===== src/sv/slps_pkg.sv =====
// shared types and constants for the status led pattern sequencer
// no dependencies; imported by every module of the block
package slps_pkg;

    localparam int unsigned CFG_IDX_W  = 3;
    localparam int unsigned CFG_DATA_W = 16;
    localparam int unsigned MS_W       = 16;
    localparam int unsigned DUTY_W     = 8;

    typedef enum logic [1:0] {
        MODE_OFF       = 2'd0,
        MODE_SEARCHING = 2'd1,
        MODE_SENDING   = 2'd2,
        MODE_CONNECTED = 2'd3
    } t_mode;

    typedef enum logic [CFG_IDX_W-1:0] {
        REG_INVERT_DUTY    = 3'd0,
        REG_CHANNEL_ENABLE = 3'd1,
        REG_SLOW_HALF      = 3'd2,
        REG_FAST_HALF      = 3'd3,
        REG_PULSE_LENGTH   = 3'd4
    } t_reg_idx;

    localparam logic [DUTY_W-1:0] DUTY_FULL  = 8'd255;
    localparam logic [DUTY_W-1:0] DUTY_AMBER = 8'd64;
    localparam logic [DUTY_W-1:0] DUTY_DARK  = 8'd0;

    localparam logic [MS_W-1:0] RST_SLOW_MS  = 16'd300;
    localparam logic [MS_W-1:0] RST_FAST_MS  = 16'd80;
    localparam logic [MS_W-1:0] RST_PULSE_MS = 16'd3000;
    localparam logic [2:0]      RST_CH_EN    = 3'd7;

    typedef struct packed {
        logic            invert_duty;
        logic [2:0]      channel_enable;
        logic [MS_W-1:0] slow_half_ms;
        logic [MS_W-1:0] fast_half_ms;
        logic [MS_W-1:0] pulse_ms;
    } t_cfg;

    typedef struct packed {
        logic              updated;
        logic              red_write;
        logic              green_write;
        logic              blue_write;
        logic [DUTY_W-1:0] red_duty;
        logic [DUTY_W-1:0] green_duty;
        logic [DUTY_W-1:0] blue_duty;
    } t_result;

endpackage


===== src/sv/slps_cfg.sv =====
// configuration register file of the status led pattern sequencer
// depends on slps_pkg
module slps_cfg (
    input  logic                            i_clk,
    input  logic                            i_rst_n,
    input  logic                            i_cfg_wr_en,
    input  logic [slps_pkg::CFG_IDX_W-1:0]  i_cfg_index,
    input  logic [slps_pkg::CFG_DATA_W-1:0] i_cfg_wdata,
    output slps_pkg::t_cfg                  o_cfg
);
    import slps_pkg::*;

    t_cfg r_cfg;

    always_ff @(posedge i_clk) begin
        if (!i_rst_n) begin
            r_cfg.invert_duty    <= 1'b0;
            r_cfg.channel_enable <= RST_CH_EN;
            r_cfg.slow_half_ms   <= RST_SLOW_MS;
            r_cfg.fast_half_ms   <= RST_FAST_MS;
            r_cfg.pulse_ms       <= RST_PULSE_MS;
        end else if (i_cfg_wr_en) begin
            case (t_reg_idx'(i_cfg_index))
                REG_INVERT_DUTY:    r_cfg.invert_duty    <= i_cfg_wdata[0];
                REG_CHANNEL_ENABLE: r_cfg.channel_enable <= i_cfg_wdata[2:0];
                REG_SLOW_HALF:      r_cfg.slow_half_ms   <= i_cfg_wdata[MS_W-1:0];
                REG_FAST_HALF:      r_cfg.fast_half_ms   <= i_cfg_wdata[MS_W-1:0];
                REG_PULSE_LENGTH:   r_cfg.pulse_ms       <= i_cfg_wdata[MS_W-1:0];
                default: ; // unmapped index, write dropped
            endcase
        end
    end

    assign o_cfg = r_cfg;

endmodule


===== src/sv/slps_core.sv =====
// pattern state and combinational evaluation of one item
// depends on slps_pkg
module slps_core (
    input  logic              i_clk,
    input  logic              i_rst_n,
    input  logic              i_fire,
    input  logic              i_cmd,
    input  logic [1:0]        i_new_mode,
    input  slps_pkg::t_cfg    i_cfg,
    output slps_pkg::t_result o_result
);
    import slps_pkg::*;

    t_mode             r_req_mode, n_req_mode;
    t_mode             r_shown_mode, n_shown_mode;
    logic              r_phase, n_phase;
    logic [MS_W-1:0]   r_remaining_ms, n_remaining_ms;
    logic              r_hold, n_hold;
    logic [DUTY_W-1:0] r_red, n_red;
    logic [DUTY_W-1:0] r_green, n_green;
    logic [DUTY_W-1:0] r_blue, n_blue;

    logic              eval;
    t_mode             st;
    logic              timed;
    logic [MS_W-1:0]   wait_ms;
    logic [DUTY_W-1:0] d_r, d_g, d_b;
    logic [DUTY_W-1:0] p_r, p_g, p_b;
    logic [2:0]        wr;

    always_comb begin
        st   = i_cmd ? t_mode'(i_new_mode) : r_req_mode;
        eval = i_cmd ? (t_mode'(i_new_mode) != r_req_mode)
                     : (!r_hold && (r_remaining_ms <= MS_W'(1)));

        n_phase = r_phase;
        d_r     = DUTY_DARK;
        d_g     = DUTY_DARK;
        d_b     = DUTY_DARK;
        timed   = 1'b0;
        wait_ms = i_cfg.pulse_ms;
        case (st)
            MODE_SEARCHING: begin
                n_phase = !r_phase;
                d_r     = n_phase ? DUTY_FULL : DUTY_DARK;
                d_g     = n_phase ? DUTY_AMBER : DUTY_DARK;
                timed   = 1'b1;
                wait_ms = i_cfg.slow_half_ms;
            end
            MODE_SENDING: begin
                n_phase = !r_phase;
                d_b     = n_phase ? DUTY_FULL : DUTY_DARK;
                timed   = 1'b1;
                wait_ms = i_cfg.fast_half_ms;
            end
            MODE_CONNECTED: begin
                // fresh join only when not coming from connected or sending
                if (r_shown_mode != MODE_CONNECTED && r_shown_mode != MODE_SENDING) begin
                    d_g   = DUTY_FULL;
                    timed = 1'b1;
                end
            end
            default: ;
        endcase
        if (!eval) begin
            n_phase = r_phase;
        end

        // zero period behaves as one ms
        if (wait_ms == '0) begin
            wait_ms = MS_W'(1);
        end

        // inverted polarity: 255 - d is the bitwise complement
        p_r = i_cfg.invert_duty ? ~d_r : d_r;
        p_g = i_cfg.invert_duty ? ~d_g : d_g;
        p_b = i_cfg.invert_duty ? ~d_b : d_b;
        wr  = eval ? i_cfg.channel_enable : 3'b000;

        n_red   = wr[0] ? p_r : r_red;
        n_green = wr[1] ? p_g : r_green;
        n_blue  = wr[2] ? p_b : r_blue;

        n_req_mode   = st;
        n_shown_mode = eval ? st : r_shown_mode;
        if (eval) begin
            n_remaining_ms = timed ? wait_ms : '0;
            n_hold         = !timed;
        end else begin
            n_remaining_ms = (!i_cmd && !r_hold) ? r_remaining_ms - MS_W'(1) : r_remaining_ms;
            n_hold         = r_hold;
        end

        o_result.updated     = eval;
        o_result.red_write   = wr[0];
        o_result.green_write = wr[1];
        o_result.blue_write  = wr[2];
        o_result.red_duty    = n_red;
        o_result.green_duty  = n_green;
        o_result.blue_duty   = n_blue;
    end

    always_ff @(posedge i_clk) begin
        if (!i_rst_n) begin
            r_req_mode     <= MODE_OFF;
            r_shown_mode   <= MODE_OFF;
            r_phase        <= 1'b0;
            r_remaining_ms <= '0;
            r_hold         <= 1'b1;
            r_red          <= DUTY_DARK;
            r_green        <= DUTY_DARK;
            r_blue         <= DUTY_DARK;
        end else if (i_fire) begin
            r_req_mode     <= n_req_mode;
            r_shown_mode   <= n_shown_mode;
            r_phase        <= n_phase;
            r_remaining_ms <= n_remaining_ms;
            r_hold         <= n_hold;
            r_red          <= n_red;
            r_green        <= n_green;
            r_blue         <= n_blue;
        end
    end

    // holding exactly when no countdown is pending
    a_hold_vs_count: assert property (@(posedge i_clk) disable iff (!i_rst_n)
        r_hold == (r_remaining_ms == '0))
        else $error("hold flag and countdown disagree");

    // every evaluation shows the requested mode, so the two never diverge
    a_shown_is_req: assert property (@(posedge i_clk) disable iff (!i_rst_n)
        r_shown_mode == r_req_mode)
        else $error("shown mode differs from requested mode");

    // a duty strobe needs an evaluation and an enabled channel
    a_strobe_ok: assert property (@(posedge i_clk) disable iff (!i_rst_n)
        (wr != 3'b000) |-> (eval && ((wr & ~i_cfg.channel_enable) == 3'b000)))
        else $error("strobe without evaluation or on disabled channel");

    // a tick with a long wait only counts down
    a_tick_counts: assert property (@(posedge i_clk) disable iff (!i_rst_n)
        (i_fire && !i_cmd && !r_hold && r_remaining_ms > MS_W'(1))
        |=> (r_remaining_ms == $past(r_remaining_ms) - MS_W'(1)))
        else $error("countdown did not step by one");

endmodule


===== src/sv/status_led_pattern_sequencer_top.sv =====
// top level of the rgb status led pattern sequencer
// depends on slps_pkg, slps_cfg and slps_core
//
//  channel | direction | handshake               | payload
//  --------+-----------+-------------------------+----------------------------------------
//  in      | input     | i_in_valid / o_in_stall | i_cmd, i_new_mode
//  out     | output    | o_out_valid/i_out_stall | o_updated, o_*_write, o_*_duty
//  cfg     | input     | i_cfg_wr_en             | i_cfg_index, i_cfg_wdata
//
// one item per cycle sustained while the output is not stalled; an accepted item
// passes the input register, then evaluation into the result register
// every item gives exactly one result
// reset (synchronous, active low) clears both pipeline stages and restores the
// pattern state and register defaults; no clearing pass is needed
// a stall on the output holds the result register, then backs up into the input
// register, and only then raises o_in_stall
module status_led_pattern_sequencer_top (
    input  logic                            i_clk,
    input  logic                            i_rst_n,
    input  logic                            i_in_valid,
    output logic                            o_in_stall,
    input  logic                            i_cmd,
    input  logic [1:0]                      i_new_mode,
    output logic                            o_out_valid,
    input  logic                            i_out_stall,
    output logic                            o_updated,
    output logic                            o_red_write,
    output logic                            o_green_write,
    output logic                            o_blue_write,
    output logic [slps_pkg::DUTY_W-1:0]     o_red_duty,
    output logic [slps_pkg::DUTY_W-1:0]     o_green_duty,
    output logic [slps_pkg::DUTY_W-1:0]     o_blue_duty,
    input  logic                            i_cfg_wr_en,
    input  logic [slps_pkg::CFG_IDX_W-1:0]  i_cfg_index,
    input  logic [slps_pkg::CFG_DATA_W-1:0] i_cfg_wdata
);
    import slps_pkg::*;

    // input register stage
    logic       r_in_vld;
    logic       r_cmd;
    logic [1:0] r_new_mode;

    // result register stage
    logic       r_out_vld;
    t_result    r_result;

    t_cfg       cfg;
    t_result    core_result;
    logic       out_ready;   // result register can take a new item
    logic       advance;     // input stage item is evaluated this cycle
    logic       in_take;     // new item accepted from the input channel

    assign out_ready  = !r_out_vld || !i_out_stall;
    assign advance    = r_in_vld && out_ready;
    assign o_in_stall = r_in_vld && !out_ready;
    assign in_take    = i_in_valid && !o_in_stall;

    slps_cfg u_cfg (
        .i_clk       (i_clk),
        .i_rst_n     (i_rst_n),
        .i_cfg_wr_en (i_cfg_wr_en),
        .i_cfg_index (i_cfg_index),
        .i_cfg_wdata (i_cfg_wdata),
        .o_cfg       (cfg)
    );

    // pattern state advances only when the item moves into the result register
    slps_core u_core (
        .i_clk      (i_clk),
        .i_rst_n    (i_rst_n),
        .i_fire     (advance),
        .i_cmd      (r_cmd),
        .i_new_mode (r_new_mode),
        .i_cfg      (cfg),
        .o_result   (core_result)
    );

    always_ff @(posedge i_clk) begin
        if (!i_rst_n) begin
            r_in_vld  <= 1'b0;
            r_out_vld <= 1'b0;
        end else begin
            if (in_take) begin
                r_in_vld <= 1'b1;
            end else if (advance) begin
                r_in_vld <= 1'b0;
            end
            if (advance) begin
                r_out_vld <= 1'b1;
            end else if (out_ready) begin
                r_out_vld <= 1'b0;
            end
        end
    end

    // payload registers, no reset needed
    always_ff @(posedge i_clk) begin
        if (in_take) begin
            r_cmd      <= i_cmd;
            r_new_mode <= i_new_mode;
        end
        if (advance) begin
            r_result <= core_result;
        end
    end

    assign o_out_valid   = r_out_vld;
    assign o_updated     = r_result.updated;
    assign o_red_write   = r_result.red_write;
    assign o_green_write = r_result.green_write;
    assign o_blue_write  = r_result.blue_write;
    assign o_red_duty    = r_result.red_duty;
    assign o_green_duty  = r_result.green_duty;
    assign o_blue_duty   = r_result.blue_duty;

    // input stage never overwritten while its item waits
    a_no_overrun: assert property (@(posedge i_clk) disable iff (!i_rst_n)
        (r_in_vld && !advance) |-> o_in_stall)
        else $error("input register would be overwritten");

    // a waiting result moves on only when taken
    a_result_kept: assert property (@(posedge i_clk) disable iff (!i_rst_n)
        (r_out_vld && i_out_stall) |=> (r_out_vld && $stable(r_result)))
        else $error("stalled result lost or changed");

    // stall on the input only when both stages are full
    a_stall_full: assert property (@(posedge i_clk) disable iff (!i_rst_n)
        o_in_stall |-> (r_in_vld && r_out_vld))
        else $error("input stalled with a free stage");

endmodule


===== config.mk =====
export PLATFORM = sky130hd
export DESIGN_NAME = status_led_pattern_sequencer_top
export DESIGN_NICKNAME = d
export VERILOG_FILES = /design/src/sv/slps_pkg.sv /design/src/sv/slps_cfg.sv /design/src/sv/slps_core.sv /design/src/sv/status_led_pattern_sequencer_top.sv
export SDC_FILE = /design/constraint.sdc
export NUM_CORES = 1
export LEC_CHECK = 0
export BUFFER_PORTS_ARGS = -buffer_cell sky130_fd_sc_hd__buf_2
export CORE_AREA = 2 2 114 116
export DETAILED_ROUTE_END_ITERATION = 12
export DIE_AREA = 0 0 116 118
export GPL_ROUTABILITY_DRIVEN = 1
export PLACE_DENSITY = 0.68
export SLEW_MARGIN = 20
export SYNTH_ARGS = -nofsm -noshare
export SYNTH_HDL_FRONTEND = slang
export SYNTH_HIERARCHICAL = 1
export SYNTH_SLANG_ARGS = --single-unit

===== constraint.sdc =====
create_clock -name i_clk -period 5.94 [get_ports i_clk]
set_input_delay 0 -clock i_clk [delete_from_list [all_inputs] [get_ports i_clk]]
set_output_delay 0 -clock i_clk [all_outputs]
set_load 0.05 [all_outputs]

# Word-level counts from Yosys, hierarchy flattened
# Index checks and enable logic that the tools add are counted.
# word_totals
out_inout_bits	30
wordCells	94
inputBits	27
reg_bits	131
# classes
n_eq_ne	10
n_reduce_logical	29
addsub	1
n_lt_le_gt_ge	1
n_bitwise	3
n_mux	26
# op_table
cell	n
8-bit 2-to-1 mux	10
16-bit 2-to-1 mux	4
16-bit one-hot mux with 2 select lines	1
8-bit NOT	3
16-bit by 1-bit <= comparator with 1-bit output (second input constant)	1
16-bit logical NOT	1
8-bit one-hot mux with 2 select lines	1
16-bit by 1-bit subtractor with 16-bit output (second input constant)	1
2-bit AND reduction	7
1-bit logical NOT	8
7-bit 2-to-1 mux	1
3-bit by 2-bit equality test with 1-bit output (second input constant)	2
1-bit logical AND	6
1-bit 2-to-1 mux	6
2-bit nonzero test	3
2-bit equality test (second input constant)	2
2-bit inequality test (second input constant)	2
3-bit by 1-bit equality test with 1-bit output (second input constant)	1
3-bit equality test (second input constant)	1
3-bit logical NOT	1
3-bit 2-to-1 mux	1
3-bit AND reduction	1
2-bit by 1-bit equality test with 1-bit output (second input constant)	1
2-bit 2-to-1 mux	1
4 further kinds	4

# Depth between registers and ports, before layout
# Gate-level depths: netlist of run 1.
# logic_depth
depth_word	7
mapped_depth	11
ltp_nobuf	8

# Modules after synthesis
# The synthesis of run 1 kept the hierarchy.
# by_module_without_submodules
mod	instances	seq_area_each_um2	area_each_um2	cells_each
slps_core	1	900.9	2962.8	370
slps_cfg	1	1041.0	2099.5	205
status_led_pattern_sequencer_top	1	970.9	1014.7	39

# Least setup slack after synthesis of run 1
# Ideal clock, no wire load.
# synth_timing
path_type	reg2reg
startpoint	register r_out_vld, in the netlist o_out_valid
endpoint	register u_core.r_remaining_ms[13]
slack_ns	1.489
setup_ns	0.126
t_required_ns	5.814
arrival_time_ns	4.325
stages_incl_launch_ff	8
synth_period_minus_slack_ns	4.451
path_buffers	2
cell_sequence	dfxtp_1 -> a21boi_0 -> inv_1 -> o31a_1 -> buf_2 -> buf_2 -> o41ai_1 -> o22ai_1
# synth_between
elab_chain_len	4
# synth_rtl
element	line_no	rtl
start, declared	status_led_pattern_sequencer_top.sv:45	logic r_out_vld;
start signal, assigned	status_led_pattern_sequencer_top.sv:82	r_out_vld <= 1'b0;
start signal, assigned	status_led_pattern_sequencer_top.sv:90	r_out_vld <= 1'b1;
start signal, assigned	status_led_pattern_sequencer_top.sv:92	r_out_vld <= 1'b0;
1-bit logical NOT	status_led_pattern_sequencer_top.sv:54	assign out_ready = !r_out_vld || !i_out_stall;
1-bit logical OR	status_led_pattern_sequencer_top.sv:54	
1-bit logical AND	status_led_pattern_sequencer_top.sv:55	assign advance = r_in_vld && out_ready;
net advance	status_led_pattern_sequencer_top.sv:51	logic advance;
2-bit AND reduction (no line)	--	
end signal, assigned	slps_core.sv:117	r_remaining_ms <= n_remaining_ms;
end, declared	slps_core.sv:17	logic [MS_W-1:0] r_remaining_ms, n_remaining_ms;
# The timed path passes the listed nets, and every way through them passes these cells.
# A chain may end at the register's enable or synchronous reset.

==> results.md, run 1 <==
- Hold endpoint: u_cfg/o_cfg[50]
- Core Area: 12,400 um2
- Syn Nets: 647
- Pins Over Slew Limit: 0
- Post-synth EDFFs: 31
- Fin crit share: 48.1%
- CTS buffer count: 17
- Synthesis-to-layout area growth: 17.9%
- Initial antenna violation count: 0
- Cell taking the most area after synthesis: dfxtp_1
- Via-per-instance ratio: 5.47
- Total track usage: 20.4%
- Final min period: 2.86 ns
- Finished layout cell area: 7170 um2
- DR iter-0 viols: 348
- Die area: 13,700 um2
- DR vias: 4,642
- Port-buffer cells: 56
- R2r startpoint: u_core/r_remaining_ms[2]
- Placer Congestion: 0.833
- Vias in the first global route: 4,509
- Final Skew: 0.00708 ns
- Final setup vio count: 0
- Type of the worst setup path: reg2reg
- DRC: 0
- Worst Max-Slew Pin Slew: 1.11 ns
- I/O Pins: 57
- CP startpoint kind: register
- Yosys cell types: 62
- Static leakage: 2.76 nW
- Min-delay src: i_cfg_index[0]
- Crit Path Max Fanout: 16
- Seq cells post-synth: 130
- Top-area cell type share of the netlist area: 32.6%
- Yosys warning total: 6
- VDD IR max: 0.199 mV
- Routed WL: 13,300 um
- Most common cell in the netlist: dfxtp_1
- Std-Cell Rows: 41
- Internal reg-to-reg setup slack: 3.08 ns
- Worst Hold Class: in2reg
- CP required: 6.10 ns
- Largest net degree at the start of global routing: 124
- Setup ws final: 3.08 ns
- Endpoints failing hold: 0
- Top FF cell, synth: dfxtp_1
- DPL Wire Length: 8540 um
- Total inserted antenna cells: 0
- Hold Slack: 0.149 ns
- Post-DRT Antenna Nets: 0
- Asr flop ratio synth: 0%
- Seq/Total Area, Yosys: 47.9%
- WL/cell: 15.6 um
- Post-synth top cells: 99 x dfxtp_1, 69 x nand2_1, 55 x mux2i_1
- Status: finished, final reports clean
- CTS tree: built
- Clk buf depth: 2
- Nets: 697
- RSZ-0062 raised after global routing: no
- Fin Setup TNS: 0 ns
- Relative slew slack: 25.9%
- First-pass GRT wire length: 21,900 um
- Post-Syn Area per Cell: 9.90 um2
- # Post-CTS Setup Buffers: 0
- Worst Hold Depth: 3
- DRT Pass-1 Iters: 4
- Clk root buf: clkbuf_16
- Maxcap violations: 0
- Total grt overflow: 0
- Post-Place Worst Slack: 3.15 ns
- Max Fclk: 0.350 GHz
- Worst skew pair latency: 0.42 ns
- Synth Cell Area: 6080 um2
- Cell count of the worst reg-to-reg path: 6
- Crit. End Element: register
- Die Height: 118 um
- CTS Sinks: 130
- Synth area leaders: dfxtp_1 33%, edfxtp_1 15%, mux2i_1 9.1%
- Data arrival, critical path: 3.02 ns
- Starting Density: 49.0%
- Post-CTS Resized: 0
- Gate Count Post-Synth: 614
- H-tree Lvls: 4
- Layout cells sized above 1: 15.2%
- Placed Area: 6350 um2
- Reg clk slew, reported paths: 0.05 ns
- Power per Cell Area: 330 nW/um2
- RR Endpoint: o_green_duty[6]
- Die width: 116 um
[critical path, stage by stage (launching register included)]
cell      delay, ns
dfxtp_1        0.37
nor4_2         0.80
nand4b_1       0.25
o21a_4         0.30
inv_4          0.17
and2_1         0.34
mux2_1         0.36
[worst max path at each step]
stage                                         from                   endpoint  slack, ns  cells after the start
after detailed placement  u_core/r_remaining_ms[8]            o_green_duty[6]       3.15                      6
after floorplan                        o_out_valid  u_core/r_remaining_ms[13]       1.49                      7
final                     u_core/r_remaining_ms[2]            o_green_duty[6]       3.08                      6
after global routing                         r_cmd   u_core/r_remaining_ms[0]       2.92                      8
after CTS                 u_core/r_remaining_ms[8]            o_green_duty[6]       3.13                      6
after global placement    u_core/r_remaining_ms[8]            o_green_duty[6]       3.20                      6
[placed cells by master (no fill, tap or decap), drive strengths merged, types with 3 or more instances in the layout]
cell and n:
dfxtp 99, nand2 70, buf 58, mux2i 55, nor2b 32, edfxtp 31
o21a 31, a21oi 31, nor2 29, clkbuf 27, dlygate4sd3 23, o21ai 23
a22oi 17, inv 17, o211ai 16, nand3 9, a21o 8, nor4 8
xor2 6, xnor2 6, ha 6, a21boi 6, nor3 5, o22ai 5
o2bb2ai 5, o2111ai 5, nand4 4, bufinv 3, and4bb 3, and2 3
o41ai 3, nor3b 3, and3 3, o31a 3, a211oi 3
[logic make-up after synthesis]
family	count (synthesis)	share of synthesized area, %
AOI/OAI and AO/OA	160	18.0
DFF	130	47.9
xor gates and xnor gates	12	1.73
and+or+nand+nor	182	16.3
muxes	57	9.43
adders and majority gates	6	1.24
buffers and inverters	67	5.39
[sequential cells by signal (all words and copies together), names as in the netlist, 2 cells and up]
register / flops
o_red_duty: 8
u_core/r_red: 8
o_blue_duty: 8
r_new_mode: 2
u_core/r_remaining_ms: 16
u_core/r_req_mode: 2
u_core/r_green: 8
u_cfg/o_cfg: 52
u_core/r_blue: 8
o_green_duty: 8
[area by class of cell]
| cell class | instances | area, um2 |
|---|---|---|
| clock inverter | 5 | 103 |
| multi-input combinational | 417 | 2860 |
| sequential | 130 | 2910 |
| inverter | 17 | 66.3 |
| tap | 172 | 215 |
| timing repair buffer | 81 | 528 |
| fill | 1102 | 5250 |
| clock buffer | 27 | 483 |
[layer usage]
layer / track usage, % / routed length (um) / vias to the layer above
met5: 0 / 0 / -
met4: 10.3 / 332 / 0
met3: 4.94 / 529 / 30
met2: 34.1 / 6680 / 118
met1: 24.1 / 5730 / 2188
li1: - / - / 2306
[through the flow]
stage / utilization (%) / std cells / power [W]
2_1_floorplan: - / 614 / 0.00126
3_3_place_gp: 51.1 / 794 / 0.00132
3_5_place_dp: 51.2 / 794 / 0.00133
4_1_cts: 57.7 / 849 / 0.00238
5_1_grt: 57.7 / 849 / 0.00246
6_report: 57.7 / 849 / 0.00237
[what timing repair did]
item	CTS	global route
hold buffers	23	0
hold endpoints to repair	57	0
setup endpoints to repair	0	0
[power breakdown]
part	switching, W	internal [W]
Sequential	0.0000278	0.000953
Combinational	0.000222	0.000126
Clock	0.000356	0.000682
Total	0.000606	0.00176
(Power assumes the default switching activity.)
==> run 2, diff against run 1 <==
Clock period 5.94 ns to 2.7 ns, I/O delays scaled along.
==> results.md, run 2 (synthesized netlist as in run 1, its figures left out) <==
- Status: finished, final reports clean (unchanged)
- Total grt overflow: 0 (unchanged)
- Nets: 714 (was 697)
- CP max stage cell: or4_4 (was nor4_2)
- Data arrival, critical path: 2.82 ns (was 3.02 ns)
- Final setup vio count: 0 (unchanged)
- Largest register FFs: 52 (unchanged)
- Net switching fraction of the power: 26.5% (was 25.6%)
- Worst skew pair latency: 0.42 ns (about the same)
- Final design utilization: 59.0% (was 57.7%)
- DRC: 0 (unchanged)
- Commonest non-fill, non-tap cell in the layout: dfxtp_1 (unchanged)
- VDD IR max: 0.401 mV (was 0.199 mV)
- Starting Density: 49.0% (unchanged)
- H-tree Lvls: 4 (unchanged)
- Total track usage: 20.5% (was 20.4%)
- Worst Hold Class: in2reg (unchanged)
- CTS buffer count: 17 (unchanged)
- RR Endpoint: o_red_duty[5] (was o_green_duty[6])
- CTS tree: built (unchanged)
- Clk root buf: clkbuf_16 (unchanged)
- Port-buffer cells: 56 (unchanged)
- I/O Pins: 57 (unchanged)
- Net Sw Power: 0.00138 W (was 0.000606 W)
- Crit Path Max Fanout: 12 (was 16)
- DPL Wire Length: 8830 um (was 8540 um)
- Met2 WL: 6720 um (was 6680 um)
- Static leakage: 2.85 nW (was 2.76 nW)
- Std-Cell Rows: 41 (unchanged)
- Clk pwr share: 43.1% (was 43.9%)
- Cell count of the worst reg-to-reg path: 7 (was 6)
- Core Area: 12,400 um2 (unchanged)
- Die width: 116 um (unchanged)
- Power per Cell Area: 713 nW/um2 (was 330 nW/um2)
- Synthesis-to-layout area growth: 20.5% (was 17.9%)
- Total inserted antenna cells: 0 (unchanged)
- Worst setup endpoint: o_red_duty[5] (was o_green_duty[6])
- Final min period: 2.54 ns (was 2.86 ns)
- Fin Setup TNS: 0 ns (unchanged)
- Vias in the first global route: 4,622 (was 4,509)
- Combinational power share: 15.7% (was 14.7%)
- Pins Over Slew Limit: 0 (unchanged)
- Internal: 0.00384 W (was 0.00176 W)
- Max Fclk: 0.394 GHz (was 0.350 GHz)
- Die Height: 118 um (unchanged)
- DR vias: 4,687 (was 4,642)
- Largest net degree at the start of global routing: 79 (was 124)
- Worst path bufs/invs: 2 (was 1)
- Met3 wire length: 477 um (was 529 um)
- Clk buf depth: 2 (unchanged)
- Commonest non-fill, non-tap cells in the layout: 99 x dfxtp_1, 69 x nand2_1, 55 x buf_2, 55 x mux2i_1, 32 x nor2b_1 (unchanged)
- Placer Congestion: 0.837 (was 0.833)
- DRT Pass-1 Iters: 7 (was 4)
- Relative slew slack: 51.0% (was 25.9%)
- Top sig layer: met4 (unchanged)
- Stages on worst setup path: 7 (was 6)
- Final Skew: 0.00847 ns (was 0.00708 ns)
- Post-DRT Antenna Nets: 0 (unchanged)
- Routed WL: 13,400 um (was 13,300 um)
- Setup ws final: 0.163 ns (was 3.08 ns)
- CTS Sinks: 130 (unchanged)
- First-pass GRT wire length: 22,200 um (was 21,900 um)
- Delay of the slowest cell on the worst path: 0.54 ns (was 0.80 ns)
- WL/cell: 15.4 um (was 15.6 um)
- Critical path startpoint: u_core/r_remaining_ms[9] (was u_core/r_remaining_ms[2])
- DR iter-0 viols: 303 (was 348)
- Maxcap violations: 0 (unchanged)
- R2r startpoint: u_core/r_remaining_ms[9] (was u_core/r_remaining_ms[2])
- Internal reg-to-reg setup slack: 0.16 ns (was 3.08 ns)
- Min-delay src: i_rst_n (was i_cfg_index[0])
- Seq pwr share: 41.2% (was 41.4%)
- Type of the worst setup path: reg2reg (unchanged)
- Endpoints failing hold: 0 (unchanged)
- RSZ-0062 raised after global routing: no (unchanged)
- Via-per-instance ratio: 5.41 (was 5.47)
- Crit. End Element: register (unchanged)
- CP Cell Sequence: or4_4 -> or4_4 -> o21a_4 -> inv_4 -> buf_4 -> and2_1 -> o21a_1 (was nor4_2 -> nand4b_1 -> o21a_4 -> inv_4 -> and2_1 -> mux2_1)
- Worst Max-Slew Pin Slew: 0.730 ns (was 1.11 ns)
- CP required: 2.99 ns (was 6.10 ns)
- CP startpoint kind: register (unchanged)
- Reg clk slew, reported paths: 0.06 ns (was 0.05 ns)
- Initial antenna violation count: 0 (unchanged)
- Cell mode on critical path: or4_4
- Die area: 13,700 um2 (unchanged)
- Fin crit share: 93.9% (was 48.1%)
- CP delay by family, top: simple AND/OR/NAND/NOR gates (unchanged)
- Metal-1 WL: 5910 um (was 5730 um)
- Layout cells sized above 1: 17.6% (was 15.2%)
- Post-Place Worst Slack: 0.180 ns (was 3.15 ns)
[run 2: cell types whose count changed in the layout (fill, tap and decap cells not counted)]
| cell | before | now |
|---|---|---|
| nor4_2 | 1 | 2 |
| buf_12 | 0 | 3 |
| clkinv_1 | 0 | 3 |
| clkinv_2 | 1 | 3 |
| buf_4 | 3 | 16 |
| clkinvlp_4 | 1 | 2 |
| nor4_1 | 7 | 6 |
| clkinv_4 | 0 | 1 |
| dlygate4sd3_1 | 23 | 24 |
| clkbuf_8 | 2 | 0 |
| a21oi_4 | 1 | 0 |
| clkbuf_1 | 8 | 3 |
| a21oi_2 | 0 | 1 |
[run 2: timing repair]
action / in CTS / in global routing
setup endpoints to repair: 0 / 1
endpoints found under the hold margin: 57 / 0
setup buffers: 0 / 0
resized for setup: 0 / 1
hold buffers: 24 / 0
[run 2: stage by stage]
step | hold WS [ns] | power (W) | cell area (um2) | std cells
after floorplan | 0.0989 | 0.00278 | 6090 | 614
after global placement | 0.182 | 0.00296 | 6500 | 810
after detailed placement | 0.182 | 0.00298 | 6500 | 810
after CTS | 0.0356 | 0.00527 | 7320 | 866
after global routing | 0.0561 | 0.00544 | 7320 | 866
final | 0.0423 | 0.00523 | 7320 | 866
[run 2: layout make-up]
type	count	area (um2)
clock buffers	20	437
inverters	17	66.3
fillers	1108	5090
well taps	172	215
clock inverters	12	140
flip-flops and latches	130	2910
multi-input cells	417	2860
repair buffers	98	696
[run 2: worst min-delay path by stage]
| stage | cells after the start | slack, ns | endpoint |
|---|---|---|---|
| 2_1_floorplan | 0 | 0.1 | r_cmd |
| 3_5_place_dp | 1 | 0.18 | r_cmd |
| 5_1_grt | 2 | 0.06 | r_in_vld |
| 6_report | 2 | 0.04 | r_in_vld |
| 4_1_cts | 2 | 0.04 | r_in_vld |
| 3_3_place_gp | 1 | 0.18 | r_cmd |
[run 2: metal layers]
layer / vias to the layer above / global-route usage [%]
li1: 2343 / -
met1: 2229 / 24.7
met2: 99 / 34.9
met3: 16 / 5.10
met4: 0 / 7.74
met5: - / 0
[run 2: power by group through the flow]
stage / clock [W] / combinational (W) / sequential [W]
floorplan: 0 / 0.000499 / 0.00228
global placement: 0 / 0.000772 / 0.00219
detailed placement: 0 / 0.000787 / 0.00219
CTS: 0.00230 / 0.000818 / 0.00215
global route: 0.00239 / 0.000889 / 0.00216
finish: 0.00225 / 0.000819 / 0.00215
[run 2: worst reg2reg max path: cells and delay by family (launching register included)]
| family | cells | cell delay, ns |
|---|---|---|
| AND/OR/NAND/NOR | 3 | 1.31 |
| flip-flops | 1 | 0.37 |
| buffers and inverters | 2 | 0.30 |
| AO/OA/AOI/OAI | 2 | 0.43 |
